--- config.mk ---
export PLATFORM = sky130hd
export DESIGN_NAME = ultrasonic_echo_ranger
export DESIGN_NICKNAME = d
export VERILOG_FILES = /design/src/sv/uer_pkg.sv /design/src/sv/uer_div58.sv /design/src/sv/uer_ctrl.sv /design/src/sv/uer_outbuf.sv /design/src/sv/ultrasonic_echo_ranger.sv
export VERILOG_INCLUDE_DIRS = /design/src /design/src/sv
export SDC_FILE = /design/constraint.sdc
export NUM_CORES = 1
export LEC_CHECK = 0
export BUFFER_PORTS_ARGS = -buffer_cell sky130_fd_sc_hd__buf_2
export CORE_MARGIN = 4
export CORE_UTILIZATION = 39
export DETAILED_ROUTE_END_ITERATION = 10
export HOLD_SLACK_MARGIN = 0.12
export PLACE_DENSITY = 0.55
export SLEW_MARGIN = 5
export SYNTH_ARGS = -nofsm -noshare
export SYNTH_HDL_FRONTEND = slang
export SYNTH_SLANG_ARGS = --single-unit
--- constraint.sdc ---
create_clock -name clock -period 8.75 [get_ports clock]
set_input_delay 0.875 -clock clock [delete_from_list [all_inputs] [get_ports clock]]
set_output_delay 0.875 -clock clock [all_outputs]
set_load 0.005 [all_outputs]
--- src/sv/assert_macros.svh ---
// Assertion helpers; bodies vanish in synthesis builds.
`ifndef ASSERT_MACROS_SVH
`define ASSERT_MACROS_SVH

`ifndef SYNTHESIS

// Same-cycle implication, held off while reset is high.
`define ASSERT_IMPLIES(label, clk, rst, ante, cons) \
   label: assert property (@(posedge clk) disable iff (rst) (ante) |-> (cons)) \
      else $error("assertion failed");

// Next-cycle implication, held off while reset is high.
`define ASSERT_NEXT(label, clk, rst, ante, cons) \
   label: assert property (@(posedge clk) disable iff (rst) (ante) |=> (cons)) \
      else $error("assertion failed");

`else

`define ASSERT_IMPLIES(label, clk, rst, ante, cons)
`define ASSERT_NEXT(label, clk, rst, ante, cons)

`endif

`endif

--- src/sv/uer_pkg.sv ---
package uer_pkg;

   localparam int PRE_LOW_TICKS   = 2;
   localparam int TRIG_HIGH_TICKS = 15;
   localparam int COUNT_W         = 20;

   localparam int TIMEOUT_W = 20;
   localparam int PULSE_W   = 20;
   localparam int DIST_W    = 15;

   localparam logic [TIMEOUT_W-1:0] TIMEOUT_RESET = TIMEOUT_W'(30000);
   localparam logic [31:0]          PULSE_MAX     = 32'h000F_FFFF;

   // (w + 29) / 58 == ((w + 29) >> 1) / 29, the latter by reciprocal:
   // q = (y * ceil(2^25 / 29)) >> 25, exact for y < 2^20.
   localparam int              DIV_SHIFT = 25;
   localparam logic [20:0]     DIV_MAGIC = 21'd1157050;
   localparam logic [21:0]     DIST_ROUND = 22'd29;

   // CSR decode: register index is paddr[2]
   localparam logic REG_TIMEOUT_IDX = 1'b0;

   // request command (req_tuser)
   localparam logic CMD_TICK  = 1'b0;
   localparam logic CMD_START = 1'b1;

   // measurement phases
   localparam logic [1:0] PH_IDLE = 2'd0;
   localparam logic [1:0] PH_LOW  = 2'd1;
   localparam logic [1:0] PH_HIGH = 2'd2;
   localparam logic [1:0] PH_WAIT = 2'd3;

   typedef struct packed {
      logic [DIST_W-1:0]  distance_cm;
      logic [PULSE_W-1:0] echo_width;
      logic               no_object;
      logic               done_res;
      logic               busy_res;
      logic               trig;
   } rsp_type;

   localparam int RSP_W      = $bits(rsp_type);
   localparam int RSP_DATA_W = ((RSP_W + 7) / 8) * 8;

endpackage

--- src/sv/uer_div58.sv ---
module uer_div58
   import uer_pkg::*;
(
   input  logic [PULSE_W-1:0] pulse,
   output logic [DIST_W-1:0]  distance
);

   logic [21:0] rounded;
   logic [20:0] half;
   logic [41:0] product;

   assign rounded  = 22'(pulse) + DIST_ROUND;
   assign half     = rounded[21:1];
   assign product  = 42'(half) * 42'(DIV_MAGIC);
   assign distance = product[DIV_SHIFT +: DIST_W];

endmodule

--- src/sv/uer_ctrl.sv ---
module uer_ctrl
   import uer_pkg::*;
(
   input  logic                 clock,
   input  logic                 reset,
   input  logic                 step,
   input  logic                 command,
   input  logic                 echo,
   input  logic [TIMEOUT_W-1:0] wait_limit,
   output rsp_type              result
);

   localparam logic [COUNT_W-1:0] COUNT_MAX = '1;

   logic [1:0]           phase_ff,       phase_in;
   logic [4:0]           phase_ticks_ff, phase_ticks_in;
   logic [TIMEOUT_W-1:0] time_left_ff,   time_left_in;
   logic [COUNT_W-1:0]   width_ff,       width_in;
   logic                 in_pulse_ff,    in_pulse_in;
   logic                 echo_before_ff;

   logic [COUNT_W-1:0]   width_inc;
   logic [PULSE_W-1:0]   pulse_sat;
   logic [DIST_W-1:0]    range_cm;
   logic [31:0]          width_wide;

   // width after this tick's increment (saturating), clamped to the pulse field
   assign width_inc  = (width_ff < COUNT_MAX) ? width_ff + COUNT_W'(1) : width_ff;
   assign width_wide = 32'(width_inc);
   assign pulse_sat  = (width_wide > PULSE_MAX) ? PULSE_W'(PULSE_MAX)
                                                : PULSE_W'(width_wide);

   uer_div58 u_div (
      .pulse    (pulse_sat),
      .distance (range_cm)
   );

   always_comb begin
      logic finished;
      logic rise;
      logic fall;
      logic [4:0] ticks_inc;

      rise      = echo && !echo_before_ff;
      fall      = !echo && echo_before_ff;
      ticks_inc = phase_ticks_ff + 5'd1;
      finished  = 1'b0;

      phase_in       = phase_ff;
      phase_ticks_in = phase_ticks_ff;
      time_left_in   = time_left_ff;
      width_in       = width_ff;
      in_pulse_in    = in_pulse_ff;

      result = '0;

      if (command == CMD_START) begin
         phase_in       = PH_LOW;
         phase_ticks_in = '0;
         time_left_in   = wait_limit;
         width_in       = '0;
         in_pulse_in    = 1'b0;
      end else if (phase_ff != PH_IDLE) begin
         if (in_pulse_ff) begin
            width_in = width_inc;
            if (fall) begin
               finished        = 1'b1;
               result.done_res = 1'b1;
               if (pulse_sat == '0) begin
                  result.no_object = 1'b1;
               end else begin
                  result.echo_width  = pulse_sat;
                  result.distance_cm = range_cm;
               end
            end
         end else if (rise) begin
            width_in    = '0;
            in_pulse_in = 1'b1;
         end

         if (!finished) begin
            case (phase_ff)
               PH_LOW: begin
                  phase_ticks_in = ticks_inc;
                  if (ticks_inc >= 5'(PRE_LOW_TICKS)) begin
                     phase_in       = PH_HIGH;
                     phase_ticks_in = '0;
                  end
               end
               PH_HIGH: begin
                  result.trig    = 1'b1;
                  phase_ticks_in = ticks_inc;
                  if (ticks_inc >= 5'(TRIG_HIGH_TICKS)) begin
                     phase_in       = PH_WAIT;
                     phase_ticks_in = '0;
                  end
               end
               default: begin
                  if (time_left_ff == '0) begin
                     finished         = 1'b1;
                     result.done_res  = 1'b1;
                     result.no_object = 1'b1;
                  end else begin
                     time_left_in = time_left_ff - TIMEOUT_W'(1);
                  end
               end
            endcase
         end

         if (finished) begin
            phase_in       = PH_IDLE;
            phase_ticks_in = '0;
            in_pulse_in    = 1'b0;
         end
      end

      result.busy_res = (phase_in != PH_IDLE);
   end

   always_ff @(posedge clock) begin
      if (reset) begin
         phase_ff       <= PH_IDLE;
         phase_ticks_ff <= '0;
         time_left_ff   <= '0;
         width_ff       <= '0;
         in_pulse_ff    <= 1'b0;
         echo_before_ff <= 1'b0;
      end else if (step) begin
         phase_ff       <= phase_in;
         phase_ticks_ff <= phase_ticks_in;
         time_left_ff   <= time_left_in;
         width_ff       <= width_in;
         in_pulse_ff    <= in_pulse_in;
         echo_before_ff <= echo;
      end
   end

endmodule

--- src/sv/uer_outbuf.sv ---
module uer_outbuf
   import uer_pkg::*;
(
   input  logic    clock,
   input  logic    reset,
   input  logic    in_valid,
   output logic    in_ready,
   input  rsp_type in_data,
   output logic    out_valid,
   input  logic    out_ready,
   output rsp_type out_data
);

   logic    out_valid_ff;
   logic    skid_valid_ff;
   rsp_type out_ff;
   rsp_type skid_ff;
   logic    drain;

   assign in_ready  = !skid_valid_ff;
   assign out_valid = out_valid_ff;
   assign out_data  = out_ff;
   assign drain     = !out_valid_ff || out_ready;

   always_ff @(posedge clock) begin
      if (reset) begin
         out_valid_ff  <= 1'b0;
         skid_valid_ff <= 1'b0;
      end else if (drain) begin
         if (skid_valid_ff) begin
            out_valid_ff  <= 1'b1;
            skid_valid_ff <= 1'b0;
         end else begin
            out_valid_ff <= in_valid;
         end
      end else if (in_valid) begin
         skid_valid_ff <= 1'b1;
      end
   end

   always_ff @(posedge clock) begin
      if (drain) begin
         out_ff <= skid_valid_ff ? skid_ff : in_data;
      end
      if (!drain && in_valid) begin
         skid_ff <= in_data;
      end
   end

endmodule

--- src/sv/ultrasonic_echo_ranger.sv ---
// Channel | Direction | Payload
// req_    | in        | tuser: command; tdata: echo
// rsp_    | out       | tdata: trig, busy_res, done_res, no_object, echo_width, distance_cm
// csr_    | in (APB)  | wait limit at byte address 0
//
// One item per clock while req_tready is high: state update and result are one
// pass of logic from the state registers into the output register; the /58 is a
// single reciprocal multiply in that pass.
// Synchronous active-high reset; the wait limit comes back as 30000.
// A two-entry output stage (register plus skid) keeps req_tready high while
// one result waits; req_tready drops only when both entries are full.
`include "assert_macros.svh"

module ultrasonic_echo_ranger
   import uer_pkg::*;
(
   input  logic                  clock,
   input  logic                  reset,

   input  logic                  req_tvalid,
   output logic                  req_tready,
   input  logic [7:0]            req_tdata,   // [0] echo, [7:1] zero
   input  logic                  req_tuser,   // [0] command (0 tick, 1 start)

   output logic                  rsp_tvalid,
   input  logic                  rsp_tready,
   output logic [RSP_DATA_W-1:0] rsp_tdata,   // [0] trig, [1] busy_res, [2] done_res,
                                              // [3] no_object, [23:4] echo_width,
                                              // [38:24] distance_cm, rest zero

   input  logic                  csr_psel,
   input  logic                  csr_penable,
   input  logic                  csr_pwrite,
   input  logic [2:0]            csr_paddr,
   input  logic [31:0]           csr_pwdata,
   output logic [31:0]           csr_prdata,
   output logic                  csr_pready
);

   logic                 req_xfer;
   logic                 csr_wr;
   logic                 csr_hit;
   logic [TIMEOUT_W-1:0] timeout_ff;
   rsp_type              step_result;
   rsp_type              rsp_data;

   // input transfer
   assign req_xfer = req_tvalid && req_tready;

   // config port: zero-wait APB, one register
   assign csr_pready = 1'b1;
   assign csr_hit    = (csr_paddr[2] == REG_TIMEOUT_IDX);
   assign csr_wr     = csr_psel && csr_penable && csr_pwrite && csr_pready && csr_hit;
   assign csr_prdata = csr_hit ? 32'(timeout_ff) : '0;

   always_ff @(posedge clock) begin
      if (reset) begin
         timeout_ff <= TIMEOUT_RESET;
      end else if (csr_wr) begin
         timeout_ff <= csr_pwdata[TIMEOUT_W-1:0];
      end
   end

   // trigger sequencer and echo timer
   uer_ctrl u_ctrl (
      .clock      (clock),
      .reset      (reset),
      .step       (req_xfer),
      .command    (req_tuser),
      .echo       (req_tdata[0]),
      .wait_limit (timeout_ff),
      .result     (step_result)
   );

   // result register with skid entry
   uer_outbuf u_outbuf (
      .clock     (clock),
      .reset     (reset),
      .in_valid  (req_xfer),
      .in_ready  (req_tready),
      .in_data   (step_result),
      .out_valid (rsp_tvalid),
      .out_ready (rsp_tready),
      .out_data  (rsp_data)
   );

   assign rsp_tdata = RSP_DATA_W'(rsp_data);

   // input stalls only while a result is held at the output
   `ASSERT_IMPLIES(a_stall_needs_held_rsp, clock, reset, !req_tready, rsp_tvalid)
   // no-object results carry no width or distance
   `ASSERT_IMPLIES(a_noobj_zero, clock, reset, rsp_tvalid && rsp_data.no_object,
                   rsp_data.done_res && rsp_data.echo_width == '0 && rsp_data.distance_cm == '0)
   // a finished measurement leaves the block idle
   `ASSERT_IMPLIES(a_done_not_busy, clock, reset, rsp_tvalid && rsp_data.done_res,
                   !rsp_data.busy_res)
   // trigger high only while measuring
   `ASSERT_IMPLIES(a_trig_busy, clock, reset, rsp_tvalid && rsp_data.trig, rsp_data.busy_res)
   // a held result is not replaced
   `ASSERT_NEXT(a_rsp_hold, clock, reset, rsp_tvalid && !rsp_tready, $stable(rsp_tdata))

endmodule
* After elaboration in Yosys (flattened, before gate mapping)
Index checks and enable logic that the tools add are counted.
** Operators by class
- Add/subtract/negate cells :: 4
- Multiply operators :: 1
- $lt $le $gt $ge :: 4
- Eq/ne operators :: 6
- Multiplexer cells :: 55
- Bitwise logic cells :: 1
- Reduce and logical (&&, ||, !) cells :: 26
** Operators with widths (number)
- two-way mux 20 bit :: 12
- two-way mux 37 bit :: 4
- zero test 20 bit :: 2
- multiplier 21 x 20 -> 39 bit (second input constant) :: 1
- two-way mux 39 bit :: 1
- two-way mux 35 bit :: 1
- two-way mux 5 bit :: 6
- adder 20 x 5 -> 21 bit (second input constant) :: 1
- adder 20 x 1 -> 20 bit (second input constant) :: 1
- > comparator 20 bit (second input constant) :: 1
- less-than comparator 20 bit (second input constant) :: 1
- two-way mux 1 bit :: 20
- subtractor 20 x 1 -> 20 bit (second input constant) :: 1
- two-way mux 2 bit :: 9
- one-hot mux 5 bit (2 select lines) :: 1
- logical AND 1 bit :: 7
- nonzero test 2 bit :: 3
- adder 5 x 1 -> 5 bit (second input constant) :: 1
- greater-or-equal comparator 5 x 2 -> 1 bit (second input constant) :: 1
- greater-or-equal comparator 5 x 4 -> 1 bit (second input constant) :: 1
- zero test 1 bit :: 5
- AND reduction 5 bit :: 1
- inequality test 2 bit (second input constant) :: 2
- one-hot mux 2 bit (2 select lines) :: 1
- 12 further kinds :: 13
** Word-level totals
- Bits in registers :: 149
- Input port bits :: 51
- Output and inout port bits :: 75
- Logic and storage cells :: 118

* Depth between registers and ports, before layout
- Word-level depth :: 15
- Mapped depth :: 33
- Depth with buffers taken out :: 31

* By module
A second synthesis with hierarchy kept.
** Unflattened totals
- Cell total of the unflattened synthesis :: 1582
- Area, all modules :: 15855.2 um^2
** By module, submodules not included
- uer_div58 :: instances 1, cells each 833, area an instance 7978.9 um^2, seq. area each 0.0 um^2
- uer_ctrl :: instances 1, cells each 491, area an instance 3646.0 um^2, seq. area each 980.9 um^2
- uer_outbuf :: instances 1, cells each 131, area an instance 3086.7 um^2, seq. area each 2382.3 um^2
- ultrasonic_echo_ranger :: instances 1, cells each 127, area an instance 1143.6 um^2, seq. area each 400.4 um^2

* Worst setup path before layout
OpenSTA, ideal clock, no wires.
- Path type :: register to register
- Start :: register u_ctrl.width_ff[1]
- End :: register u_outbuf.out_ff, in the netlist u_outbuf.out_data[31] (data pin)
- Library setup time :: 260 ps
- Data arrival time :: 8717 ps
- Required time :: 8490 ps
- Setup slack :: -227 ps
- Cell stages (with the launch flop) :: 34
- Buffers on the path :: 2
- Period minus slack after synthesis :: 8977 ps
- Path through :: dfxtp_1 -> ha_1 -> and4_1 -> clkbuf_1 -> a21oi_1 -> a31oi_1 -> o2111ai_2 -> or4_4 -> or2_1 -> buf_6 -> a21oi_2 -> nand2_1 -> xnor2_1 -> fa_1 -> fa_1 -> ha_1 -> inv_1 -> fa_1 -> inv_1 -> fa_1 -> fa_1 -> inv_1 -> fa_1 -> inv_1 -> ha_1 -> nand3_1 -> or3_1 -> a221o_1 -> a31oi_1 -> o21ai_0 -> o21ai_0 -> xnor2_1 -> nor2_1 -> mux2_2
** RTL lines
- start: declaration :: line uer_ctrl.sv:18 : logic [COUNT_W-1:0] width_ff, width_in;
- start signal: assignment :: line uer_ctrl.sv:132 : width_ff <= width_in;
- end signal: assignment :: line uer_outbuf.sv:43 : out_ff <= skid_valid_ff ? skid_ff : in_data;
- end: declaration :: line uer_outbuf.sv:16 : rsp_type out_ff;

==> results.py <==
metrics = {
    "layout": {
        "fin_nets": 2293,
        "drive_gt1_share_pct": 23.9,
        "final_core_util_pct": 48.8,
        "syn_to_final_growth_pct": 23.4,
        "fin_area_sq_mm": 0.0190,
        "final_cells": 2418,
        "antennaDiodeCount": 0,
    },
    "worst_setup_path": {
        "critPathMaxStageDelay_ns": 0.60,
        "crit_type": "flop to flop",
        "path_common_cell": "ha_4",
        "required_ns": 8.93,
        "crit_arrival_ns": 9.05,
        "worstRegToRegCells": 34,
        "cp-end-kind": "flop",
        "cpMaxStageDelayCell": "fa_2",
        "cp-start-kind": "flop",
        "path_max_fanout": 5,
        "ff2ff_setup_slack_ns": -0.12,
    },
    "routing": {
        "dr.pass1.iters": 5,
        "avgRoutedWirePerCell_microns": 16.6,
        "drc": 0,
        "via_per_inst": 5.00,
        "drt_iter0_drc": 568,
        "vias": 12079,
        "ant_nets": 0,
        "wirelength_microns": 40100,
    },
    "status": {
        "status": "finished, violations left",
        "failed_checks": "setup timing",
    },
    "yosys": {
        "postSynthAreaPerCell_sq_um": 9.39,
        "synth_flop_cell": "edfxtp_1",
        "ys_ff_latch": 149,
        "synth_edf_count": 78,
        "yosys.area.top_type_share_pct": 20.6,
        "yosysTopAreaCell": "fa_1",
        "ys_types": 73,
        "async_flop_share_pct": 0,
        "ys_top_cells_by_count": "inv_1, ha_1, fa_1",
        "yosysMostFrequentCell": "inv_1",
        "synth_cells": 1637,
        "syn-cell-area_sq_mm": 0.0154,
        "synth_seq_area_share_pct": 24.5,
        "yosysWarnings": 0,
        "ys_top_cells_by_area": "fa_1, ha_1, edfxtp_1",
    },
    "placement": {
        "hpwl_microns": 32300,
        "gp_congestion": 0.913,
        "place_ws_ns": -0.386,
        "dpl_cell_area_sq_mm": 0.0177,
        "io_buffers": 90,
        "dp.cells": 2370,
    },
    "pwr": {
        "p_int_mw": 1.23,
        "pwr-share-comb_pct": 14.0,
        "pwr_density_cell_mw_per_mm2": 89.9,
        "cellLeakagePower_nw": 9.06,
        "p_sw_mw": 0.472,
        "p_sw_share_pct": 27.7,
        "seq_power_share_pct": 45.7,
        "ir_drop_uv": 135,
        "clkPwrFrac_pct": 40.3,
    },
    "clock_network": {
        "cts-htree-levels": 4,
        "cts_tree": "built",
        "cts_hold_buffers": 0,
        "path_clk_slew_ns": 0.07,
        "clockBufferDepth": 2,
        "cts-root-buf": "clkbuf_16",
        "clock_sinks": 149,
        "numCtsBuffers": 17,
        "clk_latency_ns": 0.43,
    },
    "sta": {
        "rsz0062_at_grt": "true",
        "max_slew_margin_pct": 24.3,
        "skew_ns": 0.0132,
        "finalCriticalPeriod_ns": 8.87,
        "post-route-period-util_pct": 101,
        "fmax_mhz": 113,
        "worst_pin_slew_ns": 1.13,
        "slew_viol_final": 0,
        "final-hold-violation-count": 0,
        "setup_viol": 15,
        "worst_slack_ns": -0.123,
    },
    "global_routing": {
        "grt_max_degree": 72,
        "grt_pass1_wl_microns": 65100,
        "grt_pass1_vias": 12598,
        "overflow": 0,
        "antenna_found_initial": 1,
        "gr-usage-all-layers_pct": 19.2,
    },
    "floorplanning": {
        "io_pins": 126,
        "fp.dieW_microns": 207,
        "core_area_sq_mm": 0.0388,
        "die_area_sq_mm": 0.0427,
        "die_y_microns": 207,
        "start_util_pct": 39.6,
        "rows": 72,
    },
    "hold_path": {
        "holdPathStages": 2,
        "hold_class": "flop to flop",
    },
    "flow_run": {
        "maxCapViolCount": 0,
    },
}
[through the flow]
stage / power (mW) / hold slack, ns / setup TNS [ns]
5_1_grt: 1.79 / 0.503 / -7.89
3_5_place_dp: 1.03 / 0.459 / -6.20
3_3_place_gp: 1.02 / 0.460 / -5.51
6_report: 1.70 / 0.469 / -0.929
4_1_cts: 1.72 / 0.469 / -0.489
2_1_floorplan: 0.955 / 0.442 / 0
[final cells by class]
class	instances	area (sq um)
well taps	518	648
fillers	3663	19900
repair buffers	298	2040
multi-input cells	1141	10900
flip-flops and latches	149	3770
clock inverters	13	97.6
clock buffers	19	444
inverters	280	1050
[placed cells by master (no fill, tap or decap), types with 7 or more instances in the layout]
master	n
o21ai_1	7
nor2b_1	26
a21oi_1	61
mux2_2	12
o31ai_1	26
inv_1	266
clkbuf_16	17
or3_1	10
xor2_1	17
inv_2	13
o21ai_0	47
a21o_1	16
buf_2	90
ha_4	15
buf_6	7
xnor2_1	33
nor3_1	26
nor4_1	10
fa_2	12
conb_1	14
and3_1	12
nand4_1	19
dfxtp_1	68
edfxtp_1	78
ha_1	181
a211oi_1	7
nand3b_1	10
buf_4	201
fa_1	146
nor2_1	110
a22oi_1	22
nand3_1	28
nand2_1	126
[timing repair]
item / in CTS / in global routing
pin swaps: 50 / 42
setup buffers: 8 / 10
setup endpoints to repair: 26 / 28
gates resized for setup: 61 / 56
[registers in the layout, indices dropped and copies added, names as in the netlist]
| register | count |
|---|---|
| timeout_ff | 20 |
| u_ctrl.width_ff | 20 |
| u_outbuf.out_valid | 1 |
| u_ctrl.phase_ticks_ff | 5 |
| u_ctrl.time_left_ff | 20 |
| u_ctrl.echo_before_ff | 1 |
| u_ctrl.in_pulse_ff | 1 |
| u_outbuf.skid_ff | 39 |
| u_outbuf.skid_valid_ff | 1 |
| u_ctrl.phase_ff | 2 |
| u_outbuf.out_data | 39 |
[per-layer routing]
metal,wire length [microns],global-route usage (%)
met1,17800,24.4
met2,20000,34.0
met3,1320,2.67
met4,1040,5.75
met5,0,0
[critical path: cells and delay by family (launching register included)]
family / cells / cell delay, ns
compound gates: 7 / 1.44
xor+xnor: 1 / 0.15
fa+ha+maj: 9 / 3.59
buf+inv: 7 / 0.76
flops: 1 / 0.37
mux: 1 / 0.29
simple gates: 9 / 2.00
[power by group through the flow]
stage	Combinational [mW]	Sequential, mW	Clock [mW]
3_5_place_dp	0.231	0.794	0
3_3_place_gp	0.225	0.794	0
4_1_cts	0.237	0.779	0.706
2_1_floorplan	0.164	0.792	0
6_report	0.239	0.778	0.687
5_1_grt	0.275	0.782	0.732
[final timing paths]
check	from	end
min reg2reg	timeout_ff[17]$_SDFFE_PP0P_	timeout_ff[17]$_SDFFE_PP0P_
max	u_ctrl.width_ff[1]$_SDFFE_PP0P_	u_outbuf.out_data[34]$_DFFE_PP_
min	timeout_ff[17]$_SDFFE_PP0P_	timeout_ff[17]$_SDFFE_PP0P_
max reg2reg	u_ctrl.width_ff[1]$_SDFFE_PP0P_	u_outbuf.out_data[34]$_DFFE_PP_
[cells by family (layout without fill, tap and decap cells)]
family                   Yosys count  in the layout  synth area share, %
AND/OR/NAND/NOR                  433            433                 13.6
buffers and inverters            359            610                 9.32
adder cells (fa/ha/maj)          355            355                 36.6
AO/OA/AOI/OAI                    256            256                 10.8
flip-flops                       149            149                 24.5
XOR/XNOR                          64             64                 3.70
multiplexers                      19             19                 1.35
other                              2             14               0.0489
Power figures use the tool's default switching activity.
